### src/rtl/htw_pkg.sv
// Shared types and constants of the hashed timer wheel.
package htw_pkg;

    typedef enum logic [1:0] {
        OP_ADD     = 2'd0,
        OP_REMOVE  = 2'd1,
        OP_REFRESH = 2'd2,
        OP_TICK    = 2'd3
    } op_t;

    // Ceiling dividend is timeout + tick length - 1, one bit wider than the timeout.
    localparam int unsigned DIVIDEND_W = 33;
    localparam int unsigned TICK_W     = 16;
    localparam int unsigned STEP_CNT_W = $clog2(DIVIDEND_W + 1);

    localparam logic [TICK_W-1:0] TICK_MS_RESET = 16'd10;

    // APB register map: register index sits in paddr[2].
    localparam int unsigned APB_ADDR_W = 3;
    localparam logic [0:0]  REG_TICK_MS = 1'b0;

endpackage

### src/rtl/htw_div.sv
// Bit-serial divider that returns the quotient reduced modulo the slot count.
module htw_div
    import htw_pkg::*;
#(
    parameter int unsigned NUM_SLOTS = 256,
    parameter int unsigned SLOT_W    = 8
) (
    input  logic                  aclk,
    input  logic                  aresetn,
    input  logic                  start,
    input  logic [DIVIDEND_W-1:0] dividend,
    input  logic [TICK_W-1:0]     divisor,
    output logic                  done,
    output logic [SLOT_W-1:0]     quot_mod
);

    localparam logic [SLOT_W:0] SLOTS_EXT = (SLOT_W + 1)'(NUM_SLOTS);

    logic                  busy_reg;
    logic                  done_reg;
    logic [STEP_CNT_W-1:0] cnt_reg;
    logic [DIVIDEND_W-1:0] dvd_reg;
    logic [TICK_W-1:0]     rem_reg;
    logic [SLOT_W-1:0]     qmod_reg;

    logic [TICK_W:0]       trial;
    logic                  qbit;
    logic [TICK_W-1:0]     rem_next;
    logic [SLOT_W:0]       qm_trial;
    logic [SLOT_W-1:0]     qmod_next;

    // One restoring step; the quotient bit also folds into a running residue mod slots.
    always_comb begin
        trial     = {rem_reg, dvd_reg[DIVIDEND_W-1]};
        qbit      = (trial >= {1'b0, divisor});
        rem_next  = qbit ? TICK_W'(trial - {1'b0, divisor}) : trial[TICK_W-1:0];
        qm_trial  = {qmod_reg, qbit};
        qmod_next = (qm_trial >= SLOTS_EXT) ? SLOT_W'(qm_trial - SLOTS_EXT)
                                            : qm_trial[SLOT_W-1:0];
    end

    always_ff @(posedge aclk) begin
        if (!aresetn) begin
            busy_reg <= 1'b0;
            done_reg <= 1'b0;
            cnt_reg  <= '0;
        end else begin
            done_reg <= busy_reg && (cnt_reg == STEP_CNT_W'(1));
            if (start) begin
                busy_reg <= 1'b1;
                cnt_reg  <= STEP_CNT_W'(DIVIDEND_W);
            end else if (busy_reg) begin
                cnt_reg <= cnt_reg - STEP_CNT_W'(1);
                if (cnt_reg == STEP_CNT_W'(1)) begin
                    busy_reg <= 1'b0;
                end
            end
        end
    end

    always_ff @(posedge aclk) begin
        if (start) begin
            dvd_reg  <= dividend;
            rem_reg  <= '0;
            qmod_reg <= '0;
        end else if (busy_reg) begin
            dvd_reg  <= {dvd_reg[DIVIDEND_W-2:0], 1'b0};
            rem_reg  <= rem_next;
            qmod_reg <= qmod_next;
        end
    end

    assign done     = done_reg;
    assign quot_mod = qmod_reg;

endmodule

### src/rtl/hashed_timer_wheel.sv
// Single-level hashed timing wheel over a fixed set of connection ids.
//
//  channel   | direction | handshake          | payload
//  ----------+-----------+--------------------+-----------------------------------------
//  s_*       | in        | s_tvalid/s_tready  | tuser: operation; tdata: conn_id, timeout
//  m_*       | out       | m_tvalid/m_tready  | tuser: expired_valid; tdata: id, count
//  APB       | in        | psel/penable       | tick_ms at address 0
//
//  Remove, or add/refresh that changes nothing: accept, then result.
//  Add and refresh: accept, the 33-step serial divider, divider done, arm and result.
//  Tick: scanning the slot memory one entry a cycle, then walking the hit mask,
//  one expiry per set bit, each waiting while the result register is stalled.
//  Reset is synchronous; no clearing pass (armed bits are flip-flops).
//  A stalled m_tready holds the result register; the sequencer waits on it.
module hashed_timer_wheel
    import htw_pkg::*;
#(
    parameter int unsigned NUM_SLOTS = 256,
    parameter int unsigned MAX_IDS   = 64
) (
    input  logic                  aclk,
    input  logic                  aresetn,

    input  logic                  s_tvalid,
    output logic                  s_tready,
    input  logic [39:0]           s_tdata,   // [5:0] conn_id, [37:6] timeout, [39:38] zero
    input  logic [1:0]            s_tuser,   // [1:0] operation

    output logic                  m_tvalid,
    input  logic                  m_tready,
    output logic [15:0]           m_tdata,   // [5:0] expired_id, [12:6] live_count, [15:13] zero
    output logic                  m_tlast,
    output logic [0:0]            m_tuser,   // [0] expired_valid

    input  logic                  psel,
    input  logic                  penable,
    input  logic                  pwrite,
    input  logic [APB_ADDR_W-1:0] paddr,
    input  logic [31:0]           pwdata,
    output logic [31:0]           prdata,
    output logic                  pready
);

    localparam int unsigned SLOT_W = $clog2(NUM_SLOTS);
    localparam int unsigned ID_W   = (MAX_IDS > 1) ? $clog2(MAX_IDS) : 1;
    localparam int unsigned IDX_W  = $clog2(MAX_IDS + 1);
    localparam int unsigned CNT_W  = $clog2(MAX_IDS + 1);

    localparam logic [SLOT_W:0]  SLOTS_EXT = (SLOT_W + 1)'(NUM_SLOTS);
    localparam logic [SLOT_W-1:0] SLOT_TOP = SLOT_W'(NUM_SLOTS - 1);
    localparam logic [ID_W-1:0]  ID_TOP    = ID_W'(MAX_IDS - 1);

    typedef enum logic [2:0] {
        ST_IDLE,
        ST_DIV,
        ST_ARM,
        ST_SCAN,
        ST_EMIT,
        ST_RESP
    } state_t;

    // Registers
    state_t              state_reg,    state_next;
    logic [TICK_W-1:0]   tick_ms_reg,  tick_ms_next;
    logic [SLOT_W-1:0]   cur_reg,      cur_next;
    logic [MAX_IDS-1:0]  armed_reg,    armed_next;
    logic [CNT_W-1:0]    total_reg,    total_next;
    logic [ID_W-1:0]     id_reg,       id_next;
    logic                zero_reg,     zero_next;
    logic [IDX_W-1:0]    scan_idx_reg, scan_idx_next;
    logic                cmp_vld_reg,  cmp_vld_next;
    logic [ID_W-1:0]     cmp_id_reg,   cmp_id_next;
    logic [MAX_IDS-1:0]  hit_mask_reg, hit_mask_next;
    logic [CNT_W-1:0]    hit_cnt_reg,  hit_cnt_next;
    logic [ID_W-1:0]     emit_idx_reg, emit_idx_next;
    logic                m_valid_reg,  m_valid_next;
    logic                m_exp_reg,    m_exp_next;
    logic [5:0]          m_id_reg,     m_id_next;
    logic                m_last_reg,   m_last_next;
    logic [6:0]          m_live_reg,   m_live_next;

    // Slot memory
    logic [SLOT_W-1:0]   slot_mem [MAX_IDS];
    logic [SLOT_W-1:0]   rd_data_reg;
    logic                mem_we;
    logic                mem_re;
    logic [SLOT_W-1:0]   target;

    // Divider
    logic                div_start;
    logic                div_done;
    logic [SLOT_W-1:0]   div_qmod;
    logic [TICK_W-1:0]   tick_len;
    logic [DIVIDEND_W-1:0] dividend;

    // Decode
    logic                s_acc;
    op_t                 s_op;
    logic [5:0]          s_conn_id;
    logic [31:0]         s_timeout;
    logic                id_ok;
    logic [ID_W-1:0]     id_idx;
    logic                out_free;
    logic                cfg_wr;
    logic                scan_hit;
    logic [SLOT_W-1:0]   step;
    logic [SLOT_W:0]     slot_sum;

    assign s_acc     = s_tvalid && s_tready;
    assign s_op      = op_t'(s_tuser);
    assign s_conn_id = s_tdata[5:0];
    assign s_timeout = s_tdata[37:6];
    assign id_ok     = ({1'b0, s_conn_id} < 7'(MAX_IDS));
    assign id_idx    = s_conn_id[ID_W-1:0];
    assign out_free  = !m_valid_reg || m_tready;

    // Zero tick length behaves as one.
    assign tick_len  = (tick_ms_reg == '0) ? TICK_W'(1) : tick_ms_reg;
    assign dividend  = {1'b0, s_timeout} + DIVIDEND_W'(tick_len) - DIVIDEND_W'(1);

    assign cfg_wr    = psel && penable && pwrite && pready
                       && (paddr[APB_ADDR_W-1:2] == REG_TICK_MS);
    assign pready    = 1'b1;
    assign prdata    = (paddr[APB_ADDR_W-1:2] == REG_TICK_MS) ? {16'd0, tick_ms_reg} : '0;

    // Target slot: current plus the tick count mod slots, one ahead for a zero delay.
    assign step      = zero_reg ? SLOT_W'(1) : div_qmod;
    assign slot_sum  = {1'b0, cur_reg} + {1'b0, step};
    assign target    = (slot_sum >= SLOTS_EXT) ? SLOT_W'(slot_sum - SLOTS_EXT)
                                               : slot_sum[SLOT_W-1:0];

    assign scan_hit  = cmp_vld_reg && armed_reg[cmp_id_reg] && (rd_data_reg == cur_reg);
    assign mem_we    = (state_reg == ST_ARM);
    assign mem_re    = (state_reg == ST_SCAN) && (scan_idx_reg < IDX_W'(MAX_IDS));

    htw_div #(
        .NUM_SLOTS (NUM_SLOTS),
        .SLOT_W    (SLOT_W)
    ) u_div (
        .aclk     (aclk),
        .aresetn  (aresetn),
        .start    (div_start),
        .dividend (dividend),
        .divisor  (tick_len),
        .done     (div_done),
        .quot_mod (div_qmod)
    );

    always_comb begin
        state_next    = state_reg;
        tick_ms_next  = cfg_wr ? pwdata[TICK_W-1:0] : tick_ms_reg;
        cur_next      = cur_reg;
        armed_next    = armed_reg;
        total_next    = total_reg;
        id_next       = id_reg;
        zero_next     = zero_reg;
        scan_idx_next = scan_idx_reg;
        cmp_vld_next  = 1'b0;
        cmp_id_next   = cmp_id_reg;
        hit_mask_next = hit_mask_reg;
        hit_cnt_next  = hit_cnt_reg;
        emit_idx_next = emit_idx_reg;
        m_valid_next  = m_valid_reg && !m_tready;
        m_exp_next    = m_exp_reg;
        m_id_next     = m_id_reg;
        m_last_next   = m_last_reg;
        m_live_next   = m_live_reg;
        div_start     = 1'b0;

        unique case (state_reg)
            ST_IDLE: begin
                if (s_acc) begin
                    if (s_op == OP_TICK) begin
                        cur_next      = (cur_reg == SLOT_TOP) ? '0 : cur_reg + SLOT_W'(1);
                        scan_idx_next = '0;
                        hit_mask_next = '0;
                        hit_cnt_next  = '0;
                        state_next    = ST_SCAN;
                    end else begin
                        id_next    = id_idx;
                        zero_next  = (s_timeout == '0);
                        state_next = ST_RESP;
                        if (id_ok) begin
                            if (s_op == OP_ADD
                                || (s_op == OP_REFRESH && armed_reg[id_idx])) begin
                                div_start  = 1'b1;
                                state_next = ST_DIV;
                            end else if (s_op == OP_REMOVE && armed_reg[id_idx]) begin
                                armed_next[id_idx] = 1'b0;
                                total_next         = total_reg - CNT_W'(1);
                            end
                        end
                    end
                end
            end
            ST_DIV: begin
                if (div_done) begin
                    state_next = ST_ARM;
                end
            end
            ST_ARM: begin
                if (!armed_reg[id_reg]) begin
                    total_next = total_reg + CNT_W'(1);
                end
                armed_next[id_reg] = 1'b1;
                state_next         = ST_RESP;
            end
            ST_RESP: begin
                if (out_free) begin
                    m_valid_next = 1'b1;
                    m_exp_next   = 1'b0;
                    m_id_next    = '0;
                    m_last_next  = 1'b1;
                    m_live_next  = 7'(total_reg);
                    state_next   = ST_IDLE;
                end
            end
            ST_SCAN: begin
                // Issue one read a cycle; compare the entry read the cycle before.
                if (mem_re) begin
                    cmp_vld_next  = 1'b1;
                    cmp_id_next   = scan_idx_reg[ID_W-1:0];
                    scan_idx_next = scan_idx_reg + IDX_W'(1);
                end
                if (scan_hit) begin
                    armed_next[cmp_id_reg]   = 1'b0;
                    hit_mask_next[cmp_id_reg] = 1'b1;
                    total_next               = total_reg - CNT_W'(1);
                    hit_cnt_next             = hit_cnt_reg + CNT_W'(1);
                end
                if (cmp_vld_reg && cmp_id_reg == ID_TOP) begin
                    emit_idx_next = '0;
                    state_next    = ST_EMIT;
                end
            end
            ST_EMIT: begin
                if (hit_cnt_reg == '0) begin
                    if (out_free) begin
                        m_valid_next = 1'b1;
                        m_exp_next   = 1'b0;
                        m_id_next    = '0;
                        m_last_next  = 1'b1;
                        m_live_next  = 7'(total_reg);
                        state_next   = ST_IDLE;
                    end
                end else if (!hit_mask_reg[emit_idx_reg]) begin
                    emit_idx_next = emit_idx_reg + ID_W'(1);
                end else if (out_free) begin
                    m_valid_next  = 1'b1;
                    m_exp_next    = 1'b1;
                    m_id_next     = 6'(emit_idx_reg);
                    m_last_next   = (hit_cnt_reg == CNT_W'(1));
                    m_live_next   = 7'(total_reg);
                    hit_cnt_next  = hit_cnt_reg - CNT_W'(1);
                    emit_idx_next = emit_idx_reg + ID_W'(1);
                    if (hit_cnt_reg == CNT_W'(1)) begin
                        state_next = ST_IDLE;
                    end
                end
            end
            default: begin
                state_next = ST_IDLE;
            end
        endcase
    end

    always_ff @(posedge aclk) begin
        if (!aresetn) begin
            state_reg   <= ST_IDLE;
            tick_ms_reg <= TICK_MS_RESET;
            cur_reg     <= '0;
            armed_reg   <= '0;
            total_reg   <= '0;
            cmp_vld_reg <= 1'b0;
            hit_cnt_reg <= '0;
            m_valid_reg <= 1'b0;
        end else begin
            state_reg   <= state_next;
            tick_ms_reg <= tick_ms_next;
            cur_reg     <= cur_next;
            armed_reg   <= armed_next;
            total_reg   <= total_next;
            cmp_vld_reg <= cmp_vld_next;
            hit_cnt_reg <= hit_cnt_next;
            m_valid_reg <= m_valid_next;
        end
        id_reg       <= id_next;
        zero_reg     <= zero_next;
        scan_idx_reg <= scan_idx_next;
        cmp_id_reg   <= cmp_id_next;
        hit_mask_reg <= hit_mask_next;
        emit_idx_reg <= emit_idx_next;
        m_exp_reg    <= m_exp_next;
        m_id_reg     <= m_id_next;
        m_last_reg   <= m_last_next;
        m_live_reg   <= m_live_next;
    end

    always_ff @(posedge aclk) begin
        if (mem_we) begin
            slot_mem[id_reg] <= target;
        end
        if (mem_re) begin
            rd_data_reg <= slot_mem[scan_idx_reg[ID_W-1:0]];
        end
    end

    assign s_tready = (state_reg == ST_IDLE);
    assign m_tvalid = m_valid_reg;
    assign m_tdata  = {3'b000, m_live_reg, m_id_reg};
    assign m_tlast  = m_last_reg;
    assign m_tuser  = m_exp_reg;

endmodule

### config.mk
export PLATFORM = sky130hd
export DESIGN_NAME = hashed_timer_wheel
export DESIGN_NICKNAME = d
export VERILOG_FILES = /design/src/rtl/htw_pkg.sv /design/src/rtl/htw_div.sv /design/src/rtl/hashed_timer_wheel.sv
export SDC_FILE = /design/constraint.sdc
export NUM_CORES = 1
export LEC_CHECK = 0
export BUFFER_PORTS_ARGS = -buffer_cell sky130_fd_sc_hd__buf_4
export CAP_MARGIN = 25
export CORE_AREA = 10 10 274 276
export CTS_CLUSTER_SIZE = 28
export DETAILED_ROUTE_END_ITERATION = 6
export DIE_AREA = 0 0 284 286
export PLACE_DENSITY = 0.75
export SLEW_MARGIN = 20
export SYNTH_ARGS = -nofsm -noshare
export SYNTH_HDL_FRONTEND = slang
export SYNTH_SLANG_ARGS = --single-unit
### constraint.sdc
create_clock -name aclk -period 5.03 [get_ports aclk]
set_input_delay 1.006 -clock aclk [delete_from_list [all_inputs] [get_ports aclk]]
set_output_delay 1.006 -clock aclk [all_outputs]
set_load 0.02 [all_outputs]
Yosys cells after proc, flatten, opt, wreduce, memory -nomap -nowiden
Memory sizes are Yosys's and may differ from the RTL's. A register that Yosys moved wholly into a read port is not among the register bits.
Index checks and enable logic that the tools add are counted.

cells by class
  reduce and logical (&&, ||, !) cells = 44
  equality and inequality tests = 30
  order comparisons = 11
  add/subtract/negate cells = 14
  bitwise logic cells = 9
  mux-type cells = 100

operators with widths
  operator                 count
  $mux W64                 8
  $pmux W64 S3             1
  $and A64 B64 Y64         2
  $not A64 Y64             2
  $or A64 B64 Y64          2
  $pmux W64 S2             1
  $mux W7                  16
  $mux W33                 2
  $mux W6                  10
  $mux W16                 3
  $pmux W7 S3              2
  $add A32 B16 Y33         1
  $sub A33 B1 Y33 const B  1
  $logic_not A32 Y1        1
  $mux W8                  4
  $mux W3                  10
  $lt A6 B7 Y1 const B     4
  $mux W1                  28
  $pmux W7 S2              2
  $bmux W1 S6              4
  $pmux W6 S2              2
  $add A7 B1 Y7 const B    3
  $demux W1 S6             3
  $ge A6 B1 Y1 const B     3
  41 further kinds         93

word-level totals
  bits in writable memories = 512
  memories kept = 1
  input port bits = 84
  logic and storage cells = 234
  register bits = 277

memory list
  name      words  bits a word  read ports  clocked after memory_dff  wr ports  line                      RTL
  slot_mem  64     8            1           1                         1         hashed_timer_wheel.sv:83  logic [SLOT_W-1:0] slot_mem [MAX_IDS];

Logic depth before layout (Yosys ltp)
Gate-level depths: netlist of the first run.

  depth in word-level cells = 11
  gate-level depth with buffers = 15
  gate-level depth less buffers = 15

Modules after synthesis
From an unflattened synthesis of the first run, not the netlist that was laid out.

unflattened totals
  cell total of the unflattened synthesis = 2,686
  area total of the unflattened synthesis = 38,423.1 um^2

by module, submodules not included
  module              cells each  times used  seq. area each (um^2)  area an instance (um^2)
  hashed_timer_wheel  2,365       1           20,910.1               34,863.4
  htw_div             321         1           1,631.6                3,559.7

Worst setup path after synthesis of the first run
No wires, ideal clock.

  kind = flip-flop to flip-flop
  start = register cmp_id_reg[1]
  end = register hit_mask_reg[0] (enable)
  setup time = 0.487 ns
  clock period less this slack = 4.819 ns
  arrival time = 4.332 ns
  setup slack = 0.211 ns
  data required time = 4.543 ns
  stages on the path, launching flop included = 10
  cells stage by stage = edfxtp_1 > buf_2 > buf_2 > or3b_2 > a21boi_0 > o21ai_0 > o2111a_1 > nand4_1 > nand2_1 > nor2_1

between the ends
  longest elaborated chain between the ends = 6

ends and longest elaborated chain
  what                                line                       RTL
  from (decl)                         hashed_timer_wheel.sv:72   logic [ID_W-1:0] cmp_id_reg, cmp_id_next;
  from (signal assigned)              hashed_timer_wheel.sv:290  cmp_id_reg <= cmp_id_next;
  $bmux W1 S6                         hashed_timer_wheel.sv:132  assign scan_hit = cmp_vld_reg && armed_reg[cmp_id_reg] && (rd_data_reg == cur_reg);
  $mux W1 (implied by the code)       hashed_timer_wheel.sv:132
  $logic_and A1 B1 Y1 (2 in a row)    hashed_timer_wheel.sv:132
  $ne A2 B2 Y1 (no source line)       n/a
  $reduce_and A4 Y1 (no source line)  n/a
  to (signal assigned)                hashed_timer_wheel.sv:291  hit_mask_reg <= hit_mask_next;
  to (decl)                           hashed_timer_wheel.sv:73   logic [MAX_IDS-1:0] hit_mask_reg, hit_mask_next;

No other way between the ends. The select of a mux whose other input is x is not followed.
A chain may end at the register's enable or synchronous reset.

Worst setup path in the final report of the first run
  start = register tick_ms_reg[7]
  end = register u_div.dvd_reg[31], data pin

between the ends
  longest elaborated chain between the ends = 5

ends and longest elaborated chain
  what                    line                       RTL
  from (decl)             hashed_timer_wheel.sv:64   logic [TICK_W-1:0] tick_ms_reg, tick_ms_next;
  from (signal assigned)  hashed_timer_wheel.sv:279  tick_ms_reg <= tick_ms_next;
  $logic_not A16 Y1       hashed_timer_wheel.sv:118  assign tick_len = (tick_ms_reg == '0) ? TICK_W'(1) : tick_ms_reg;
  $mux W16 *              hashed_timer_wheel.sv:118
  $add A32 B16 Y33 *      hashed_timer_wheel.sv:119  assign dividend = {1'b0, s_timeout} + DIVIDEND_W'(tick_len) - DIVIDEND_W'(1);
  $sub A33 B1 Y33 *       hashed_timer_wheel.sv:119
  $mux W33 *              htw_div.sv:62              if (start) begin
  to (signal assigned)    htw_div.sv:63              dvd_reg <= dividend;
  to (signal assigned)    htw_div.sv:67              dvd_reg <= {dvd_reg[DIVIDEND_W-2:0], 1'b0};
  to (decl)               htw_div.sv:22              logic [DIVIDEND_W-1:0] dvd_reg;

Every way passes the cells marked *; elsewhere a longest branch is shown, timed or not.

==> flow_summary.yaml, run 1 <==
run_status:
  outcome: "finished with violations"
  violations: "DRC"
finish:
  area_delta_synth_final_pct: 12.6
  n_antenna_cell: 0
  nets: 2938
  design_area_sq_um: 42800
  layout.cells.non_filler: 3768
  largest_reg_flops: 512
  layout-drive-gt1-share: 0.226
yosys:
  syn_area_sq_um: 38000
  synth_top_cell_by_area: "edfxtp_1"
  synthCells: 2675
  yosys_warnings: 0
  synth-seq-cells: 797
  ys_types: 86
  ys_seq_area_frac: 0.593
  yosys.cell_count.top_type: "edfxtp_1"
  synth_edf_count: 658
  synth_top_area_share: 0.520
  dominantRegCellSynth: "edfxtp_1"
  async_flop_share: 0
  ys_top_cells_by_area: "edfxtp_1 (52%), mux4_2 (11%), dfxtp_1 (7.3%)"
  syn_area_per_cell_sq_um: 14.2
  synthTopCellsByCount: "edfxtp_1 (658), nor2_1 (219), mux4_2 (192)"
floorplan:
  initial_core_util: 0.547
  die-area_sq_um: 81200
  die_w_microns: 284
  coreArea_sq_um: 69500
  io_pins: 137
  dieHeight_microns: 286
  num_rows: 97
hold_path:
  worstHoldEndpoint: "m_live_reg[6]"
  hp-class: "reg -> reg"
  min_from: "total_reg[6]"
  hold_depth: 0
timing:
  period_needed_ns: 3.86
  slew_headroom: 0.252
  finalCritPeriodShare: 0.767
  max_freq_mhz: 259
  tns_ns: 0
  clock_skew_ns: 0.0657
  setup_viol_count_final: 0
  hold_viol_final: 0
  worst_pin_slew_ns: 1.12
  rsz0062_at_grt: "false"
  finalMaxSlewViolations: 0
  setup_slack_ns: 1.17
setup_path:
  path_max_fanout: 4
  criticalPathCategory: "reg -> reg"
  r2r-start: "tick_ms_reg[7]"
  start_kind: "register"
  crit_arrival_ns: 4.20
  worstSetupEndpointType: "register"
  critPathRequiredTime_ns: 5.37
  reg2reg_setup_slack_ns: 1.17
  timing.rr.end: "u_div.dvd_reg[31]"
  worstRegToRegCells: 16
global_routing:
  grt_pass1_vias: 24577
  grt_first_pass_wirelength_microns: 150000
  grt_start_max_net_pins: 103
  overflow: 0
  grt_usage: 0.239
  antenna_found_initial: 3
cts:
  cts-htree-levels: 3
  post_cts_buffers: 0
  cts_buffer_depth: 3
  clock-root-buffer: "clkbuf_16"
  cts_sinks: 797
  cts_tree: "yes"
  cts_resized: 0
  clock_latency_ns: 0.68
  hold_buffers: 0
  clk_pin_slew_worst_paths_ns: 0.06
  cts_made_buffers: 83
detailed_routing:
  vias: 24405
  routedWlPerCell_microns: 26.2
  drtIter0Drc: 2961
  firstDrtPassIters: 7
  route.detailed.drc: 1
  drt.antenna.violating_nets: 0
  viasPerCell: 6.48
  drt-total-wl_microns: 98600
place:
  dpl_cell_area_sq_um: 39800
  post-place-cells: 3596
  port_buffers: 96
  dp_hpwl_microns: 64800
  place.gp.congestion: 0.970
  place_ws_ns: 0.741
power:
  ir_worst_vdd_v: 0.000529
  p_seq_frac: 0.440
  total_power_mw: 18.9
  p_sw_frac: 0.293
  pwr-share-comb: 0.229
  p_int_mw: 13.4
  power_leakage_nw: 14.8
  power_density_nw_per_um2: 442
  p_clk_frac: 0.331
  p_switching_mw: 5.54
flow_run:
  max-cap-violations: 0
[layer usage]
metal	vias to the layer above	wire, microns	GRT usage
met4	4	3470	0.0930
li1	10645	-	-
met1	12151	37700	0.305
met5	-	31	0
met3	241	9340	0.0540
met2	1364	48100	0.397
[through the flow]
step           utilization  hold WS, ns
3_5_place_dp         0.572        0.437
6_report             0.615        0.447
3_3_place_gp         0.570        0.432
4_1_cts              0.613        0.449
5_1_grt              0.615        0.461
2_1_floorplan            -        0.421
[worst max-delay path by stage]
stage | from | to | slack, ns | cells after the start
after floorplan | cmp_id_reg[1] | hit_mask_reg[0] | 0.21 | 9
after global placement | s_tdata[2] | u_div.dvd_reg[27] | 0.85 | 9
after detailed placement | s_tdata[7] | u_div.dvd_reg[31] | 0.74 | 15
after CTS | tick_ms_reg[7] | u_div.dvd_reg[31] | 1.17 | 16
after global routing | tick_ms_reg[8] | u_div.dvd_reg[31] | 0.93 | 16
final | tick_ms_reg[7] | u_div.dvd_reg[31] | 1.17 | 16
[critical path, cell delays in order (launching register included)]
cell and delay [ns]:
dfxtp_1 0.32, nor4_1 0.35, a41o_1 0.26, inv_1 0.05, ha_1 0.17, inv_1 0.05
ha_1 0.19, fa_1 0.24, a21o_1 0.16, a221oi_1 0.09, buf_4 0.17, a221o_1 0.37
a211o_1 0.32, a31oi_1 0.35, a221oi_1 0.17, xnor2_1 0.20, a21oi_1 0.10
[cell families after synthesis]
kind of cell	Yosys count	synth area share
multiplexers	279	0.143
adder cells (fa/ha/maj)	96	0.0324
other	2	0.000198
buffers and inverters	309	0.0344
flip-flops	797	0.593
XOR/XNOR	69	0.0159
AO/OA/AOI/OAI	540	0.108
AND/OR/NAND/NOR	583	0.0734
[power groups by stage]
stage | Clock [mW] | Combinational, mW | Sequential [mW]
global route | 6.61 | 4.70 | 8.36
finish | 6.26 | 4.34 | 8.32
floorplan | 0 | 3.14 | 8.30
global placement | 0 | 4.09 | 8.43
detailed placement | 0 | 4.27 | 8.45
CTS | 6.34 | 4.31 | 8.32
[layout make-up]
cell class                      count  area (sq um)
Inverter                          116           437
Tap cell                          940          1180
Clock buffer                      118          2400
Timing Repair Buffer              173          1410
Clock inverter                     37           425
Multi-Input combinational cell   1587         14400
Fill cell                        5056         26800
Sequential cell                   797         22500
[cell usage in the layout, fill, tap and decap left out, types with 59 or more instances in the layout]
master / count
mux4_2: 192
dfxtp_1: 138
a21oi_1: 105
buf_4: 158
clkbuf_16: 87
ha_1: 91
o221a_2: 64
a22o_1: 59
nor2_1: 209
nand2_1: 130
a22oi_1: 74
inv_1: 114
edfxtp_1: 658
(Power assumes the default switching activity.)
==> inputs of run 2 (changes only) <==
- ABC_AREA: unset -> 1
- CORE_AREA: 10 10 274 276 -> 10 10 280 282
- DIE_AREA: 0 0 284 286 -> 0 0 290 292
- PLACE_DENSITY: 0.75 -> 0.71
- clock period: 5.03 -> 3.9 ns (I/O delays scaled with it)
==> run 2 against run 1 <==
Largest cell class unchanged. Cell area grew 4.2%. The flow now finishes without violations. Maximum frequency grew 16%. Critical path type unchanged. Clock skew grew 0.0042 ns. Register-to-register slack lost 0.61 ns. Sequential share of layout area shrank 2.1 points. Sequential cell count is the same.
==> flow_summary.yaml, run 2 <==
run_status:
  outcome: "finished clean"
place:
  place.gp.congestion: 0.944
  dp_hpwl_microns: 73100
  port_buffers: 96
  place_ws_ns: 0.364
cts:
  post_cts_buffers: 0
  cts_sinks: 797
  clk_pin_slew_worst_paths_ns: 0.06
  cts_resized: 0
  cts_made_buffers: 85
  cts-htree-levels: 3
  clock_latency_ns: 0.67
  cts_tree: "yes"
  hold_buffers: 0
  cts_buffer_depth: 3
  clock-root-buffer: "clkbuf_16"
power:
  ir_worst_vdd_v: 0.000454
  total_power_mw: 25.1
  power_density_nw_per_um2: 562
  power_leakage_nw: 16.7
timing:
  rsz0062_at_grt: "false"
  clock_skew_ns: 0.0699
  finalCritPeriodShare: 0.856
  max_freq_mhz: 299
  slew_headroom: 0.298
  period_needed_ns: 3.34
  setup_slack_ns: 0.560
  finalMaxSlewViolations: 0
  tns_ns: 0
  hold_viol_final: 0
  worst_pin_slew_ns: 1.05
  setup_viol_count_final: 0
setup_path:
  crit_buf_inv: 2
  cpMostUsedCell: "nand2_1"
  path_max_fanout: 5
  cp_top_family: "compound AO/OA/AOI/OAI gates"
  criticalPathCategory: "reg -> reg"
  crit_slowest_cell: "o21ai_0"
  crit_arrival_ns: 3.69
  path_cells: "inv_1 -> nand4_1 -> nor3_1 -> a21oi_1 -> ha_1 -> inv_1 -> ha_1 -> fa_1 -> nand3_1 -> nand2_1 -> a31oi_1 -> o21ai_0 -> nand2_1 -> a31oi_1 -> nand2_1 -> nand2_1 -> o21ai_0"
  start_kind: "register"
  worst_path_largest_cell_delay_ns: 0.44
  worstSetupEndpointType: "register"
  critPathRequiredTime_ns: 4.25
detailed_routing:
  firstDrtPassIters: 6
  drtIter0Drc: 3591
  vias: 31830
  viasPerCell: 5.78
  routedWlPerCell_microns: 19.9
  drt-total-wl_microns: 109000
  route.detailed.drc: 0
  drt.antenna.violating_nets: 0
floorplan:
  io_pins: 137
  dieHeight_microns: 292
  die-area_sq_um: 84700
  coreArea_sq_um: 72600
  num_rows: 99
  die_w_microns: 290
  initial_core_util: 0.546
yosys:
  async_flop_share: 0
  ys_types: 51
  synth-seq-cells: 797
  ys_top_cells_by_area: "edfxtp_1 (50%), nand2_1 (9.1%), dfxtp_1 (7.0%)"
  syn_area_sq_um: 39600
  yosys.cell_count.top_type: "nand2_1"
  synthTopCellsByCount: "nand2_1 (957), edfxtp_1 (658), nor2_1 (645)"
  yosys_warnings: 0
  ys_seq_area_frac: 0.569
  syn_area_per_cell_sq_um: 9.05
  synthCells: 4380
  dominantRegCellSynth: "edfxtp_1"
  synth_top_area_share: 0.499
  synth_top_cell_by_area: "edfxtp_1"
  synth_edf_count: 658
finish:
  n_antenna_cell: 0
  area_delta_synth_final_pct: 12.6
  nFillCells: 6092
  nets: 4657
  layout-drive-gt1-share: 0.0862
  final_core_util: 0.614
  final_common_cell: "nand2_1"
  largest_reg_flops: 512
  layout_common_cells: "nand2_1 (957), edfxtp_1 (658), nor2_1 (644)"
global_routing:
  grt_first_pass_wirelength_microns: 169000
  use_met1: 0.346
  grt-busiest-layer: "met2"
  use_met3: 0.0391
  antenna_found_initial: 0
  grt_start_max_net_pins: 131
  grt_util_met2: 0.394
  grt_pass1_vias: 29752
  overflow: 0
  grt_usage: 0.249
flow_run:
  max-cap-violations: 0
hold_path:
  hp-class: "in -> reg"
run 2: changes by cell type after synthesis, sizes merged, moves of 102 or more:
cell / previous run / this run
o21ai: 52 / 569
o22ai: 10 / 112
mux4: 204 / 0
inv: 115 / 369
nor2: 219 / 649
nand2: 130 / 960
run 2: logic make-up (layout without fill, tap and decap cells):
logic type,Yosys count,in the layout,share of synthesized area
buffers and inverters,610,760,0.0637
AO/OA/AOI/OAI,969,969,0.137
flip-flops,797,797,0.569
adder cells (fa/ha/maj),96,96,0.0311
other,2,20,0.000190
AND/OR/NAND/NOR,1851,1851,0.187
XOR/XNOR,55,55,0.0122
run 2: final timing paths:
| check | start | to | slack [ns] | cells after the start |
|---|---|---|---|---|
| max | tick_ms_reg[11] | u_div.dvd_reg[23] | 0.56 | 17 |
| min | s_tdata[5] | id_reg[5] | 0.37 | 1 |
| min reg2reg | armed_reg[28] | armed_reg[28] | 0.48 | 2 |
| max reg2reg | tick_ms_reg[11] | u_div.dvd_reg[23] | 0.56 | 17 |
run 2: metrics by stage:
| step | instances | area, sq um | hold WS [ns] |
|---|---|---|---|
| floorplan | 4398 | 39700 | 0.437 |
| detailed placement | 5345 | 41800 | 0.458 |
| CTS | 5503 | 44600 | 0.340 |
| global placement | 5344 | 41800 | 0.465 |
| global route | 5507 | 44600 | 0.354 |
| finish | 5507 | 44600 | 0.370 |
run 2: metal layers:
| metal | vias to the layer above | share of wire | wire length (microns) |
|---|---|---|---|
| met5 | - | 0 | 0 |
| met4 | 0 | 0.029 | 3130 |
| met3 | 194 | 0.088 | 9630 |
| met2 | 1428 | 0.46 | 50100 |
| met1 | 15020 | 0.43 | 46500 |
| li1 | 15188 | - | - |
run 2: layout make-up:
type / instances / area (sq um) / area share
clock buffers: 115 / 2360 / 0.0530
clock inverters: 43 / 439 / 0.00985
inverters: 372 / 1400 / 0.0315
multi-input cells: 2991 / 14700 / 0.331
flip-flops and latches: 797 / 22500 / 0.505
well taps: 959 / 1200 / 0.0269
repair buffers: 230 / 1900 / 0.0426
run 2: where the power goes:
group | internal (mW) | switching [mW]
clock network | 4.50 | 3.44
logic | 2.04 | 4.65
registers | 10.1 | 0.362
total | 16.6 | 8.46
